[src/sv/dtc_pkg.sv]
// shared types, constants and helpers of the thermocouple conditioner
`timescale 1ns / 1ps
package dtc_pkg;

    // digit-serial multiplier geometry
    localparam int MAC_AW = 18;                 // signed multiplicand width
    localparam int MAC_DW = 4;                  // multiplier digit width
    localparam int MAC_ND = 5;                  // digits per multiplier
    localparam int MAC_BW = MAC_DW * MAC_ND;    // multiplier width
    localparam int MAC_PW = MAC_AW + MAC_BW;    // product width

    localparam int SAMPLE_W = 11;
    localparam int GAIN_W   = 16;
    localparam int OFFS_W   = 10;
    localparam int WGHT_W   = 17;
    localparam int TEMP_W   = 16;
    localparam int CIDX_W   = 3;
    localparam int CDAT_W   = 17;
    localparam int CONV_W   = SAMPLE_W + GAIN_W;

    localparam logic signed [OFFS_W-1:0] OFFSET_LIMIT = 10'sd320;
    localparam logic [WGHT_W-1:0]        WEIGHT_ONE   = 17'd65536;

    localparam logic [GAIN_W-1:0]        GAIN_RST   = 16'd26214;
    localparam logic [WGHT_W-1:0]        WEIGHT_RST = 17'd6554;

    typedef enum logic [CIDX_W-1:0] {
        CFG_GAIN   = 3'd0,
        CFG_OFFS1  = 3'd1,
        CFG_OFFS2  = 3'd2,
        CFG_WEIGHT = 3'd3,
        CFG_THRESH = 3'd4
    } t_cfg_idx;

    typedef struct packed {
        logic        [GAIN_W-1:0] gain;
        logic signed [OFFS_W-1:0] offs1;
        logic signed [OFFS_W-1:0] offs2;
        logic        [WGHT_W-1:0] weight;
        logic signed [TEMP_W-1:0] thresh;
    } t_cfg;

    typedef enum logic [2:0] {
        S_IDLE,
        S_CONV,
        S_FILT,
        S_EMA,
        S_DONE
    } t_state;

    // datapath controls decoded from the sequencer state
    typedef struct packed {
        logic in_ready;
        logic mac_load;
        logic mac_ema;
        logic u_we;
        logic f_load_u;
        logic f_load_ema;
        logic out_we;
    } t_ctrl;

    function automatic logic signed [TEMP_W-1:0] sat16(input logic signed [23:0] x);
        logic signed [TEMP_W-1:0] r;
        if (x > 24'sd32767) begin
            r = 16'sh7fff;
        end else if (x < -24'sd32768) begin
            r = 16'sh8000;
        end else begin
            r = x[TEMP_W-1:0];
        end
        return r;
    endfunction

endpackage

[src/sv/dual_thermocouple_ema_conditioner.sv]
// top level: sequencer and datapath of the dual thermocouple filter
//
// Input channel (i_in_valid / o_in_ready) takes one pair of ADC counts.
// Output channel (o_out_valid / i_out_ready) gives both filtered
// temperatures, their mean and spread, and one fault flag per channel.
// Configuration channel (i_cfg_valid / o_cfg_ready) writes one register
// per transfer and is always ready; writes to unknown indexes are dropped.
// Each channel is scaled by conversion_gain and filtered by
// smoothing_weight on two digit-serial multipliers, one per channel, each
// taking five 4-bit digit steps per product. A pair needs one product for
// the conversion and one for the filter update; the first pair after
// reset loads the filters directly and needs only the conversion. A new
// pair is taken only once the previous one has reached the output
// register. Results sit in an output register: the next pair is taken
// while a result still waits, and a stalled receiver holds the block in
// its final step until the register frees. Reset restores the register
// defaults, clears the filters and marks the next pair as the first.
`timescale 1ns / 1ps
module dual_thermocouple_ema_conditioner #(
    parameter int SAMPLE_BITS = 12
) (
    input  logic                                i_clk,
    input  logic                                i_rst_n,
    input  logic                                i_cfg_valid,
    output logic                                o_cfg_ready,
    input  logic [dtc_pkg::CIDX_W-1:0]          i_cfg_index,
    input  logic [dtc_pkg::CDAT_W-1:0]          i_cfg_data,
    input  logic                                i_in_valid,
    output logic                                o_in_ready,
    input  logic [dtc_pkg::SAMPLE_W-1:0]        i_sample_one,
    input  logic [dtc_pkg::SAMPLE_W-1:0]        i_sample_two,
    output logic                                o_out_valid,
    input  logic                                i_out_ready,
    output logic signed [dtc_pkg::TEMP_W-1:0]   o_temp_one,
    output logic signed [dtc_pkg::TEMP_W-1:0]   o_temp_two,
    output logic signed [dtc_pkg::TEMP_W-1:0]   o_temp_mean,
    output logic        [dtc_pkg::TEMP_W-1:0]   o_temp_spread,
    output logic                                o_fault_one,
    output logic                                o_fault_two
);

    localparam int QW = dtc_pkg::CONV_W - SAMPLE_BITS;
    localparam int TW = QW + 2;
    localparam int FW = dtc_pkg::MAC_PW - 16;

    dtc_pkg::t_cfg   w_cfg;
    dtc_pkg::t_state r_state;
    dtc_pkg::t_state n_state;
    dtc_pkg::t_ctrl  w_ctrl;

    logic w_busy1, w_busy2, w_busy;
    logic w_out_free;

    logic signed [dtc_pkg::MAC_AW-1:0] w_a1, w_a2;
    logic        [dtc_pkg::MAC_BW-1:0] w_b;
    logic signed [dtc_pkg::MAC_PW-1:0] w_p1, w_p2;

    logic signed [dtc_pkg::TEMP_W-1:0] r_u1, r_u2, r_f1, r_f2;
    logic signed [dtc_pkg::TEMP_W-1:0] n_u1, n_u2, n_f1, n_f2;
    logic                              r_flt1, r_flt2, r_first;
    logic signed [TW-1:0]              w_t1, w_t2;
    logic signed [FW:0]                w_e1, w_e2;
    logic signed [dtc_pkg::TEMP_W:0]   w_sum, w_diff;
    logic        [dtc_pkg::TEMP_W:0]   w_abs;

    dtc_cfg u_cfg (
        .i_clk   (i_clk),
        .i_rst_n (i_rst_n),
        .i_we    (i_cfg_valid),
        .i_index (i_cfg_index),
        .i_data  (i_cfg_data),
        .o_cfg   (w_cfg)
    );

    assign o_cfg_ready = 1'b1;

    // multiplier operands: count by gain, then filter error by weight
    always_comb begin
        if (w_ctrl.mac_ema) begin
            w_a1 = dtc_pkg::MAC_AW'(r_u1) - dtc_pkg::MAC_AW'(r_f1);
            w_a2 = dtc_pkg::MAC_AW'(r_u2) - dtc_pkg::MAC_AW'(r_f2);
            w_b  = dtc_pkg::MAC_BW'(w_cfg.weight);
        end else begin
            w_a1 = $signed({{(dtc_pkg::MAC_AW-dtc_pkg::SAMPLE_W){1'b0}}, i_sample_one});
            w_a2 = $signed({{(dtc_pkg::MAC_AW-dtc_pkg::SAMPLE_W){1'b0}}, i_sample_two});
            w_b  = dtc_pkg::MAC_BW'(w_cfg.gain);
        end
    end

    dtc_dmac u_mac1 (
        .i_clk   (i_clk),
        .i_rst_n (i_rst_n),
        .i_load  (w_ctrl.mac_load),
        .i_a     (w_a1),
        .i_b     (w_b),
        .o_busy  (w_busy1),
        .o_prod  (w_p1)
    );

    dtc_dmac u_mac2 (
        .i_clk   (i_clk),
        .i_rst_n (i_rst_n),
        .i_load  (w_ctrl.mac_load),
        .i_a     (w_a2),
        .i_b     (w_b),
        .o_busy  (w_busy2),
        .o_prod  (w_p2)
    );

    assign w_busy     = w_busy1 | w_busy2;
    assign w_out_free = !o_out_valid || i_out_ready;

    // unfiltered temperature: scaled count plus offset
    always_comb begin
        w_t1 = $signed({1'b0, w_p1[dtc_pkg::CONV_W-1:SAMPLE_BITS]}) + TW'(w_cfg.offs1);
        w_t2 = $signed({1'b0, w_p2[dtc_pkg::CONV_W-1:SAMPLE_BITS]}) + TW'(w_cfg.offs2);
        n_u1 = dtc_pkg::sat16(24'(w_t1));
        n_u2 = dtc_pkg::sat16(24'(w_t2));
    end

    // filter step: f + round(w * (u - f) / 65536), ties upward
    always_comb begin
        w_e1 = (FW+1)'(r_f1) + (FW+1)'($signed(w_p1[dtc_pkg::MAC_PW-1:16]))
             + $signed({{FW{1'b0}}, w_p1[15]});
        w_e2 = (FW+1)'(r_f2) + (FW+1)'($signed(w_p2[dtc_pkg::MAC_PW-1:16]))
             + $signed({{FW{1'b0}}, w_p2[15]});
        n_f1 = dtc_pkg::sat16(24'(w_e1));
        n_f2 = dtc_pkg::sat16(24'(w_e2));
    end

    always_comb begin
        w_sum  = (dtc_pkg::TEMP_W+1)'(r_f1) + (dtc_pkg::TEMP_W+1)'(r_f2);
        w_diff = (dtc_pkg::TEMP_W+1)'(r_f1) - (dtc_pkg::TEMP_W+1)'(r_f2);
        w_abs  = w_diff[dtc_pkg::TEMP_W] ? unsigned'(-w_diff) : unsigned'(w_diff);
    end

    // next state
    always_comb begin
        n_state = r_state;
        unique case (r_state)
            dtc_pkg::S_IDLE: if (i_in_valid) n_state = dtc_pkg::S_CONV;
            dtc_pkg::S_CONV: if (!w_busy) n_state = dtc_pkg::S_FILT;
            dtc_pkg::S_FILT: n_state = r_first ? dtc_pkg::S_DONE : dtc_pkg::S_EMA;
            dtc_pkg::S_EMA:  if (!w_busy) n_state = dtc_pkg::S_DONE;
            dtc_pkg::S_DONE: if (w_out_free) n_state = dtc_pkg::S_IDLE;
            default:         n_state = dtc_pkg::S_IDLE;
        endcase
    end

    // datapath controls
    always_comb begin
        w_ctrl = '0;
        unique case (r_state)
            dtc_pkg::S_IDLE: begin
                w_ctrl.in_ready = 1'b1;
                w_ctrl.mac_load = i_in_valid;
            end
            dtc_pkg::S_CONV: w_ctrl.u_we = !w_busy;
            dtc_pkg::S_FILT: begin
                w_ctrl.f_load_u = r_first;
                w_ctrl.mac_load = !r_first;
                w_ctrl.mac_ema  = 1'b1;
            end
            dtc_pkg::S_EMA:  w_ctrl.f_load_ema = !w_busy;
            dtc_pkg::S_DONE: w_ctrl.out_we = w_out_free;
            default:         w_ctrl = '0;
        endcase
    end

    assign o_in_ready = w_ctrl.in_ready;

    always_ff @(posedge i_clk) begin
        if (!i_rst_n) begin
            r_state     <= dtc_pkg::S_IDLE;
            r_first     <= 1'b1;
            r_f1        <= '0;
            r_f2        <= '0;
            o_out_valid <= 1'b0;
        end else begin
            r_state <= n_state;
            if (w_ctrl.f_load_u) begin
                r_f1    <= r_u1;
                r_f2    <= r_u2;
                r_first <= 1'b0;
            end else if (w_ctrl.f_load_ema) begin
                r_f1 <= n_f1;
                r_f2 <= n_f2;
            end
            if (w_ctrl.out_we) begin
                o_out_valid <= 1'b1;
            end else if (i_out_ready) begin
                o_out_valid <= 1'b0;
            end
        end
    end

    always_ff @(posedge i_clk) begin
        if (w_ctrl.u_we) begin
            r_u1   <= n_u1;
            r_u2   <= n_u2;
            r_flt1 <= n_u1 < w_cfg.thresh;
            r_flt2 <= n_u2 < w_cfg.thresh;
        end
        if (w_ctrl.out_we) begin
            o_temp_one    <= r_f1;
            o_temp_two    <= r_f2;
            o_temp_mean   <= w_sum[dtc_pkg::TEMP_W:1];
            o_temp_spread <= w_abs[dtc_pkg::TEMP_W-1:0];
            o_fault_one   <= r_flt1;
            o_fault_two   <= r_flt2;
        end
    end

    // a result is never shown before the first pair has loaded the filters
    a_first_loaded : assert property (@(posedge i_clk) disable iff (!i_rst_n)
        o_out_valid |-> !r_first)
        else $error("result valid while filters still unloaded");

    // both channel multipliers run in lockstep
    a_mac_lockstep : assert property (@(posedge i_clk) disable iff (!i_rst_n)
        w_busy1 == w_busy2)
        else $error("channel multipliers out of step");

    // a waiting result is not overwritten
    a_hold_result : assert property (@(posedge i_clk) disable iff (!i_rst_n)
        o_out_valid && !i_out_ready |=> $stable(o_temp_one) && $stable(o_temp_mean))
        else $error("stalled result changed");

    // the delivered temperature is the filter state at load time
    a_result_matches : assert property (@(posedge i_clk) disable iff (!i_rst_n)
        w_ctrl.out_we |=> o_out_valid && o_temp_one == $past(r_f1)
                          && o_temp_two == $past(r_f2))
        else $error("result does not match filter state");

    // no multiplier load while a product is still being formed
    a_no_reload : assert property (@(posedge i_clk) disable iff (!i_rst_n)
        w_busy |-> !w_ctrl.mac_load)
        else $error("multiplier reloaded while busy");

endmodule

[src/sv/dtc_cfg.sv]
// configuration registers with offset and weight clamping
`timescale 1ns / 1ps
module dtc_cfg (
    input  logic                          i_clk,
    input  logic                          i_rst_n,
    input  logic                          i_we,
    input  logic [dtc_pkg::CIDX_W-1:0]    i_index,
    input  logic [dtc_pkg::CDAT_W-1:0]    i_data,
    output dtc_pkg::t_cfg                 o_cfg
);

    dtc_pkg::t_cfg r_cfg;
    dtc_pkg::t_cfg n_cfg;

    logic signed [dtc_pkg::OFFS_W-1:0] w_offs_raw;
    logic signed [dtc_pkg::OFFS_W-1:0] w_offs_clamped;
    logic        [dtc_pkg::WGHT_W-1:0] w_weight;

    always_comb begin
        w_offs_raw = $signed(i_data[dtc_pkg::OFFS_W-1:0]);
        if (w_offs_raw > dtc_pkg::OFFSET_LIMIT) begin
            w_offs_clamped = dtc_pkg::OFFSET_LIMIT;
        end else if (w_offs_raw < -dtc_pkg::OFFSET_LIMIT) begin
            w_offs_clamped = -dtc_pkg::OFFSET_LIMIT;
        end else begin
            w_offs_clamped = w_offs_raw;
        end
        w_weight = (i_data > dtc_pkg::WEIGHT_ONE) ? dtc_pkg::WEIGHT_ONE : i_data;
    end

    always_comb begin
        n_cfg = r_cfg;
        if (i_we) begin
            unique case (dtc_pkg::t_cfg_idx'(i_index))
                dtc_pkg::CFG_GAIN:   n_cfg.gain   = i_data[dtc_pkg::GAIN_W-1:0];
                dtc_pkg::CFG_OFFS1:  n_cfg.offs1  = w_offs_clamped;
                dtc_pkg::CFG_OFFS2:  n_cfg.offs2  = w_offs_clamped;
                dtc_pkg::CFG_WEIGHT: n_cfg.weight = w_weight;
                dtc_pkg::CFG_THRESH: n_cfg.thresh = $signed(i_data[dtc_pkg::TEMP_W-1:0]);
                default:             n_cfg = r_cfg;
            endcase
        end
    end

    always_ff @(posedge i_clk) begin
        if (!i_rst_n) begin
            r_cfg.gain   <= dtc_pkg::GAIN_RST;
            r_cfg.offs1  <= '0;
            r_cfg.offs2  <= '0;
            r_cfg.weight <= dtc_pkg::WEIGHT_RST;
            r_cfg.thresh <= '0;
        end else begin
            r_cfg <= n_cfg;
        end
    end

    assign o_cfg = r_cfg;

endmodule

[src/sv/dtc_dmac.sv]
// digit-serial signed by unsigned multiplier, one 4-bit digit per cycle
`timescale 1ns / 1ps
module dtc_dmac (
    input  logic                                 i_clk,
    input  logic                                 i_rst_n,
    input  logic                                 i_load,
    input  logic signed [dtc_pkg::MAC_AW-1:0]    i_a,
    input  logic        [dtc_pkg::MAC_BW-1:0]    i_b,
    output logic                                 o_busy,
    output logic signed [dtc_pkg::MAC_PW-1:0]    o_prod
);

    localparam int SW = dtc_pkg::MAC_AW + dtc_pkg::MAC_DW + 1;
    localparam int CW = $clog2(dtc_pkg::MAC_ND + 1);

    logic signed [dtc_pkg::MAC_AW-1:0] r_a;
    logic        [dtc_pkg::MAC_BW-1:0] r_b;
    logic signed [dtc_pkg::MAC_AW-1:0] r_acc;
    logic        [dtc_pkg::MAC_BW-1:0] r_lo;
    logic        [CW-1:0]              r_cnt;
    logic                              r_busy;

    logic signed [SW-1:0] w_pp;
    logic signed [SW-1:0] w_sum;

    // partial product of the multiplicand and the lowest remaining digit
    always_comb begin
        w_pp  = SW'(r_a) * $signed({1'b0, r_b[dtc_pkg::MAC_DW-1:0]});
        w_sum = SW'(r_acc) + w_pp;
    end

    always_ff @(posedge i_clk) begin
        if (!i_rst_n) begin
            r_busy <= 1'b0;
            r_cnt  <= '0;
        end else if (i_load) begin
            r_busy <= 1'b1;
            r_cnt  <= CW'(dtc_pkg::MAC_ND);
        end else if (r_busy) begin
            r_cnt  <= r_cnt - 1'b1;
            r_busy <= (r_cnt != CW'(1));
        end
    end

    always_ff @(posedge i_clk) begin
        if (i_load) begin
            r_a   <= i_a;
            r_b   <= i_b;
            r_acc <= '0;
            r_lo  <= '0;
        end else if (r_busy) begin
            // low digit of the running sum drops into the product's low half
            r_acc <= w_sum[dtc_pkg::MAC_AW+dtc_pkg::MAC_DW-1:dtc_pkg::MAC_DW];
            r_lo  <= {w_sum[dtc_pkg::MAC_DW-1:0], r_lo[dtc_pkg::MAC_BW-1:dtc_pkg::MAC_DW]};
            r_b   <= r_b >> dtc_pkg::MAC_DW;
        end
    end

    assign o_busy = r_busy;
    assign o_prod = {r_acc, r_lo};

endmodule

[config.mk]
export PLATFORM = sky130hd
export DESIGN_NAME = dual_thermocouple_ema_conditioner
export DESIGN_NICKNAME = d
export VERILOG_FILES = /design/src/sv/dtc_pkg.sv /design/src/sv/dual_thermocouple_ema_conditioner.sv /design/src/sv/dtc_cfg.sv /design/src/sv/dtc_dmac.sv
export SDC_FILE = /design/constraint.sdc
export NUM_CORES = 1
export LEC_CHECK = 0
export ABC_AREA = 1
export BUFFER_PORTS_ARGS = -buffer_cell sky130_fd_sc_hd__buf_2
export CORE_MARGIN = 5
export CORE_UTILIZATION = 24
export DETAILED_ROUTE_END_ITERATION = 6
export PLACE_DENSITY = 0.46
export SYNTH_ARGS = -nofsm -noshare
export SYNTH_HDL_FRONTEND = slang
export SYNTH_SLANG_ARGS = --single-unit
export TNS_END_PERCENT = 10
[constraint.sdc]
create_clock -name i_clk -period 13.1 [get_ports i_clk]
set_input_delay 1.965 -clock i_clk [delete_from_list [all_inputs] [get_ports i_clk]]
set_output_delay 1.965 -clock i_clk [all_outputs]
set_load 0.01 [all_outputs]
==> results.cfg, run 1 <==
[worst_setup_path]
worstReg2RegEnd = u_mac2.r_acc[13]
reg2reg_from = u_mac2.r_b[1]
reg2reg_depth = 17
path_class = register to register
slowest_stage = edfxtp_1
worstPathArrival_ns = 5.11
setup.worst_path.end_class = register
slowest_delay_ns = 0.81
cp_max_fo = 17
required_ns = 13.58
rrSetupSlack_ns = 8.48
path_cells = nand2_1 > fa_1 > fa_1 > fa_1 > inv_1 > ha_1 > a21oi_1 > o21ai_0 > nand2_1 > o211ai_1 > a31oi_1 > o21ai_0 > nand4_1 > nand3_1 > nand2_1 > o21ai_0 > inv_1
critPathLaunchType = register

[sta]
setup_viol = 0
drv_slew = 0
whs_ns = 0.4253
slew_headroom_pct = 15.19
layout_min_cycle_time_ns = 4.624
rsz0062_at_grt = no
worstMarginPinSlew_ns = 1.265
fin_ws_ns = 8.476
period_share_pct = 35.30
clock_skew_ns = 0.01532
clock.fmax_mhz = 216.3
tns_ns = 0
final_hold_viol_count = 0

[route]
drt_pass1_iterations = 5
vias = 22526
wire_per_inst_um = 17.15
routed_wl_um = 86270
ant_nets = 0
first_iter_violations = 1622
drc = 0
vias_per_cell = 4.479

[finish]
drive_gt1_share_pct = 7.477
n_fill_cell = 11967
syn2layout_area_growth_pct = 14.05
nets = 3930
final_util_pct = 27.62
instances_no_fill = 5029

[logic_synthesis]
synth_simple_gate_area_share_pct = 19.84
synthDistinctLibCells = 57
synth_xor_xnor_area_share_pct = 4.658
syn-mean-instance-area_um2 = 7.736
synth_compound_area_share_pct = 13.73
netlist_area_um2 = 26430
synth_cells = 3417
synth-seq-cells = 334
synth_top_family_by_area = adder cells
synth.area.mux_share_pct = 0
synth-adder-area-share_pct = 20.94
synth_fp_nets = 3838
ys_warn_count = 0
yosysSeqAreaShare_pct = 31.66

[clock_network]
cts_buffers = 43
clk_latency_ns = 0.59
cts_hold_buf = 0
cts_root_buf = clkbuf_16
path_clk_slew_ns = 0.06
htreeDepth = 2
cts_setup_buffers = 0
clock_path_buffers = 3
cts_tree = done
cts.repair.resized = 0
clock_sinks = 334

[placed_design]
routabilityCongestion = 0.8784
pre_cts_slack_ns = 8.459
dp_cells = 4940
io_buffers = 114
hpwl_um = 69650

[global_routing]
overflow = 0
grt_usage_pct = 14.51
grt_pass1_vias = 22003
grt_pass1_wl_um = 131400
antenna_found_initial = 16
grt_max_degree = 64

[hold_path]
holdPathEnd = o_fault_two
min_delay_path_depth = 0
hp-class = register to register
holdCritStartpoint = r_flt2

[floorplanning]
fp.dieArea_um2 = 116900
coreArea_um2 = 109200
io_pins = 116
initial_core_util_pct = 24.22
dieHeight_um = 341.9
die_w_um = 341.9
core.rowCount = 121

[outcome]
status = complete, no violations

[job]
max-cap-violations = 0

[power_and_ir_drop]
power_density_nw_per_um2 = 201.5
ir_drop_uv = 83.75
p_leak_nw = 14.86
[kinds of logic after synthesis]
| kind of cell | after synthesis |
|---|---|
| AND/OR/NAND/NOR | 1284 |
| flip-flops | 334 |
| XOR/XNOR | 138 |
| buffers and inverters | 636 |
| AO/OA/AOI/OAI | 650 |
| other | 1 |
| adder cells (fa/ha/maj) | 374 |
[sequential cells by signal (all words and copies together), names as in the netlist, 17 cells and up]
signal,count
u_cfg.o_cfg,69
u_mac1.r_a,17
u_mac1.r_acc,18
u_mac1.r_b,17
u_mac2.r_a,17
u_mac2.r_acc,18
u_mac2.r_b,17
[critical path: cells and delay by family, from the launching register on]
kind / cells / cell delay (ns)
buffers and inverters: 2 / 0.09
AND/OR/NAND/NOR: 5 / 0.56
adder cells (fa/ha/maj): 4 / 1.90
AO/OA/AOI/OAI: 6 / 1.16
flip-flops: 1 / 0.81
[synthesized netlist by cell type (all sizes together)]
| master | number | area [um^2] |
|---|---|---|
| o22ai | 4 | 25.02 |
| o221ai | 1 | 8.760 |
| o31ai | 6 | 50.05 |
| o21a | 6 | 45.04 |
| o211a | 1 | 10.01 |
| o211ai | 19 | 142.6 |
| o2111ai | 2 | 17.52 |
| nor4 | 5 | 31.28 |
| a21o | 11 | 82.58 |
| a21oi | 277 | 1450 |
| a21boi | 13 | 97.59 |
| o311ai | 1 | 8.760 |
| nor3b | 4 | 30.03 |
| o221a | 1 | 11.26 |
| buf | 12 | 81.33 |
| clkbuf | 74 | 277.8 |
| clkinv | 4 | 15.01 |
| conb | 1 | 3.750 |
| a211oi | 11 | 82.58 |
| nor3 | 34 | 200.2 |
| edfxtp | 168 | 5045 |
| o21bai | 15 | 112.6 |
| a31o | 1 | 8.760 |
| xor2 | 90 | 810.8 |
| a31oi | 20 | 131.4 |
| nand3 | 106 | 540.5 |
| or2 | 12 | 75.08 |
| a32oi | 3 | 26.28 |
| nand2 | 881 | 3327 |
| a221oi | 2 | 17.52 |
| fa | 114 | 2282 |
| dfxtp | 166 | 3323 |
| o21ai | 256 | 1300 |
| inv | 546 | 2049 |
| xnor2 | 48 | 420.4 |
| ha | 260 | 3253 |
| nand4 | 39 | 244.0 |
| nor2 | 196 | 743.2 |
| nand3b | 7 | 52.55 |
[metal layers]
layer / track usage [%] / share of wire (%) / up-vias
met3: 2.589 / 6.2 / 104
met2: 22.47 / 43 / 538
met5: 0 / 0.094 / -
met1: 20.96 / 49 / 10545
met4: 3.505 / 2.2 / 12
li1: - / - / 11327
[layout make-up]
class / count / area, um^2 / area share, %
antenna: 9 / 22.52 / 0.07470
clock buffer: 58 / 1215 / 4.030
clock inverter: 22 / 242.7 / 0.8051
inverter: 550 / 2064 / 6.848
multi-input combinational: 2447 / 15680 / 51.99
sequential: 334 / 8368 / 27.76
tap: 1476 / 1847 / 6.126
timing repair buffer: 133 / 713.2 / 2.366
[stage by stage]
step / power (W) / cell area [um^2]
after floorplan: 0.003967 / 26430
after global placement: 0.004895 / 28670
after detailed placement: 0.004882 / 28670
after CTS: 0.006154 / 30130
after global routing: 0.006699 / 30140
final: 0.006075 / 30150
[worst max path at each step]
stage / start / end / slack (ns) / depth (start not counted)
after CTS: u_mac1.r_b[1] / u_mac1.r_acc[12] / 8.48 / 22
final: u_mac2.r_b[1] / u_mac2.r_acc[13] / 8.48 / 17
after detailed placement: i_in_valid / u_mac1.r_cnt[0] / 8.46 / 7
after floorplan: i_out_ready / o_fault_one / 7.84 / 2
after global placement: i_in_valid / u_mac2.r_cnt[0] / 8.44 / 8
after global routing: u_mac1.r_b[1] / u_mac1.r_acc[12] / 7.98 / 22
[power by group]
part	internal, W	switching, W	leakage (nW)	total [W]
combinational	0.00125	0.00208	11.2	0.00333
sequential	0.00129	0.000229	2.96	0.00151
clock	0.000719	0.000506	0.700	0.00122
total	0.00326	0.00282	14.9	0.00607
[cells in the final DEF (no fill, tap or decap), types with 11 or more instances in the layout]
| cell type | instances |
|---|---|
| nand2_1 | 871 |
| inv_1 | 541 |
| a21oi_1 | 264 |
| ha_1 | 260 |
| o21ai_0 | 241 |
| nor2_1 | 192 |
| edfxtp_1 | 168 |
| dfxtp_1 | 166 |
| fa_1 | 114 |
| buf_2 | 114 |
| nand3_1 | 104 |
| xor2_1 | 87 |
| xnor2_1 | 48 |
| clkbuf_16 | 45 |
| nand4_1 | 39 |
| nor3_1 | 25 |
| a31oi_1 | 19 |
| o211ai_1 | 19 |
| buf_4 | 19 |
| o21bai_1 | 15 |
| o21ai_1 | 12 |
| a211oi_1 | 11 |
| a21o_1 | 11 |
| or2_2 | 11 |
| a21oi_2 | 11 |
Power figures use the tool's default switching activity.
==> inputs of run 2 (changes only) <==
Settings changed: PLACE_DENSITY 0.46 to 0.47.
Clock period 13.1 ns to 4.2 ns, I/O delays scaled along.
==> run 2 against run 1 <==
Net effect:
- clock power grew to 3.0 times the previous value
- global-route usage is essentially flat
- clock skew grew 0.021 ns
- wire length grew 0.76%
- setup slack lost 8.3 ns
- hold slack lost 0.15 ns
- cell count grew 1.8%
- first-iteration DRC count grew 2.7%
- critical endpoint is now u_mac1.r_acc[13]
- highest routed layer unchanged
==> results.cfg, run 2 (synthesized netlist as in run 1, its figures left out) <==
[worst_setup_path]
cp-endpoint = u_mac1.r_acc[13]
setup.worst_path.end_class = register
cp_max_fo = 8
crit_start = u_mac1.r_b[0]
worstReg2RegEnd = u_mac1.r_acc[13]
critPathLaunchType = register
worstPathArrival_ns = 4.59
rrSetupSlack_ns = 0.15
path_class = register to register
reg2reg_depth = 19
reg2reg_from = u_mac1.r_b[0]
required_ns = 4.75

[route]
routed_wl_um = 86930
vias_per_cell = 4.464
drc = 0
vias = 22850
wire_per_inst_um = 16.98
ant_nets = 0
first_iter_violations = 1665
drt_pass1_iterations = 7

[global_routing]
grt_pass1_vias = 21951
grt_pass1_wl_um = 131800
overflow = 0
grt_usage_pct = 14.55
grt_max_degree = 63
antenna_found_initial = 8

[sta]
clock_skew_ns = 0.03595
setup_viol = 0
whs_ns = 0.2732
slew_headroom_pct = 25.86
worstMarginPinSlew_ns = 1.111
layout_min_cycle_time_ns = 4.046
drv_slew = 0
rsz0062_at_grt = yes
period_share_pct = 96.34
final_hold_viol_count = 0
clock.fmax_mhz = 247.1

[power_and_ir_drop]
ir_drop_uv = 405.7
p_leak_nw = 15.33
power_density_nw_per_um2 = 657.9

[floorplanning]
fp.dieArea_um2 = 116900
initial_core_util_pct = 24.22
core.rowCount = 121
die_w_um = 341.9
io_pins = 116
coreArea_um2 = 109200
dieHeight_um = 341.9

[finish]
nets = 4025
layout_common_cells = nand2_1 (866), inv_1 (538), a21oi_1 (252)
n_fill_cell = 11869
final_area_um2 = 31110
register_area_um2 = 8368
multi_input_area_um2 = 15940
drive_gt1_share_pct = 11.15
final_common_cell = nand2_1
largest_reg_flops = 69
syn2layout_area_growth_pct = 17.69

[job]
max-cap-violations = 0

[placed_design]
io_buffers = 114
hpwl_um = 69900
place_area_um2 = 29300
routabilityCongestion = 0.8790

[clock_network]
cts_buffers = 45
path_clk_slew_ns = 0.06
htreeDepth = 2
clk_latency_ns = 0.60
clock_path_buffers = 3
clock_sinks = 334
cts_root_buf = clkbuf_16
cts_tree = done

[outcome]
status = complete, no violations

[hold_path]
hp-class = input pin to register
## run 2: stage by stage
step / std cells / TNS (ns) / power [W] / setup WS (ns) / util [%]
after floorplan: 3417 / 0 / 0.01237 / 0.03392 / -
after global placement: 5019 / 0 / 0.01600 / 0.03197 / 26.84
after detailed placement: 5019 / -0.004816 / 0.01599 / -0.004816 / 26.84
after CTS: 5102 / 0 / 0.01982 / 0.007864 / 28.12
after global routing: 5116 / -0.1060 / 0.02235 / -0.03139 / 28.49
final: 5119 / 0 / 0.02047 / 0.1537 / 28.50
## run 2: report_power, final
group          internal (W)  switching, W
registers           0.00401      0.000527
logic               0.00505       0.00718
clock network       0.00215       0.00155
total                0.0112       0.00925
## run 2: worst min-delay path by stage
stage	from	end	cells after the start
2_1_floorplan	r_flt1	o_fault_one	0
3_3_place_gp	r_flt2	o_fault_two	0
3_5_place_dp	r_flt2	o_fault_two	0
4_1_cts	i_cfg_data[11]	u_cfg.o_cfg[27]	3
5_1_grt	i_cfg_data[11]	u_cfg.o_cfg[27]	3
6_report	i_cfg_data[11]	u_cfg.o_cfg[27]	3
## run 2: routing by layer
layer / share of wire (%) / global-route usage, % / up-vias
li1: - / - / 11496
met3: 6.0 / 2.706 / 111
met4: 2.7 / 3.876 / 8
met5: 0.054 / 0 / -
met1: 49 / 21.22 / 10705
met2: 42 / 22.04 / 530
## run 2: layout make-up
cell class | instances | area share (%)
tap | 1476 | 5.936
clock inverter | 20 | 0.4665
clock buffer | 63 | 4.034
sequential | 334 | 26.90
multi-input combinational | 2447 | 51.24
timing repair buffer | 226 | 4.766
antenna | 3 | 0.02413
inverter | 550 | 6.636
## run 2: timing repair
| item | 4_1_cts | 5_1_grt |
|---|---|---|
| resized for setup | 0 | 64 |
| buffers inserted | 0 | 13 |
| hold buffers | 0 | 0 |
| endpoints found under the setup margin | 0 | 17 |
## run 2: critical path, stage by stage (launching register included)
cell      delay [ns]
edfxtp_1        0.52
buf_6           0.19
buf_12          0.12
nand2_1         0.05
inv_1           0.05
fa_1            0.49
fa_1            0.44
fa_1            0.54
ha_4            0.31
nand2_1         0.09
nor2_2          0.11
nand2_1         0.06
o211ai_1        0.11
a31oi_1         0.10
o21bai_1        0.23
a21boi_1        0.11
or2_2           0.27
nand3_1         0.07
o211ai_1        0.08
inv_1           0.08
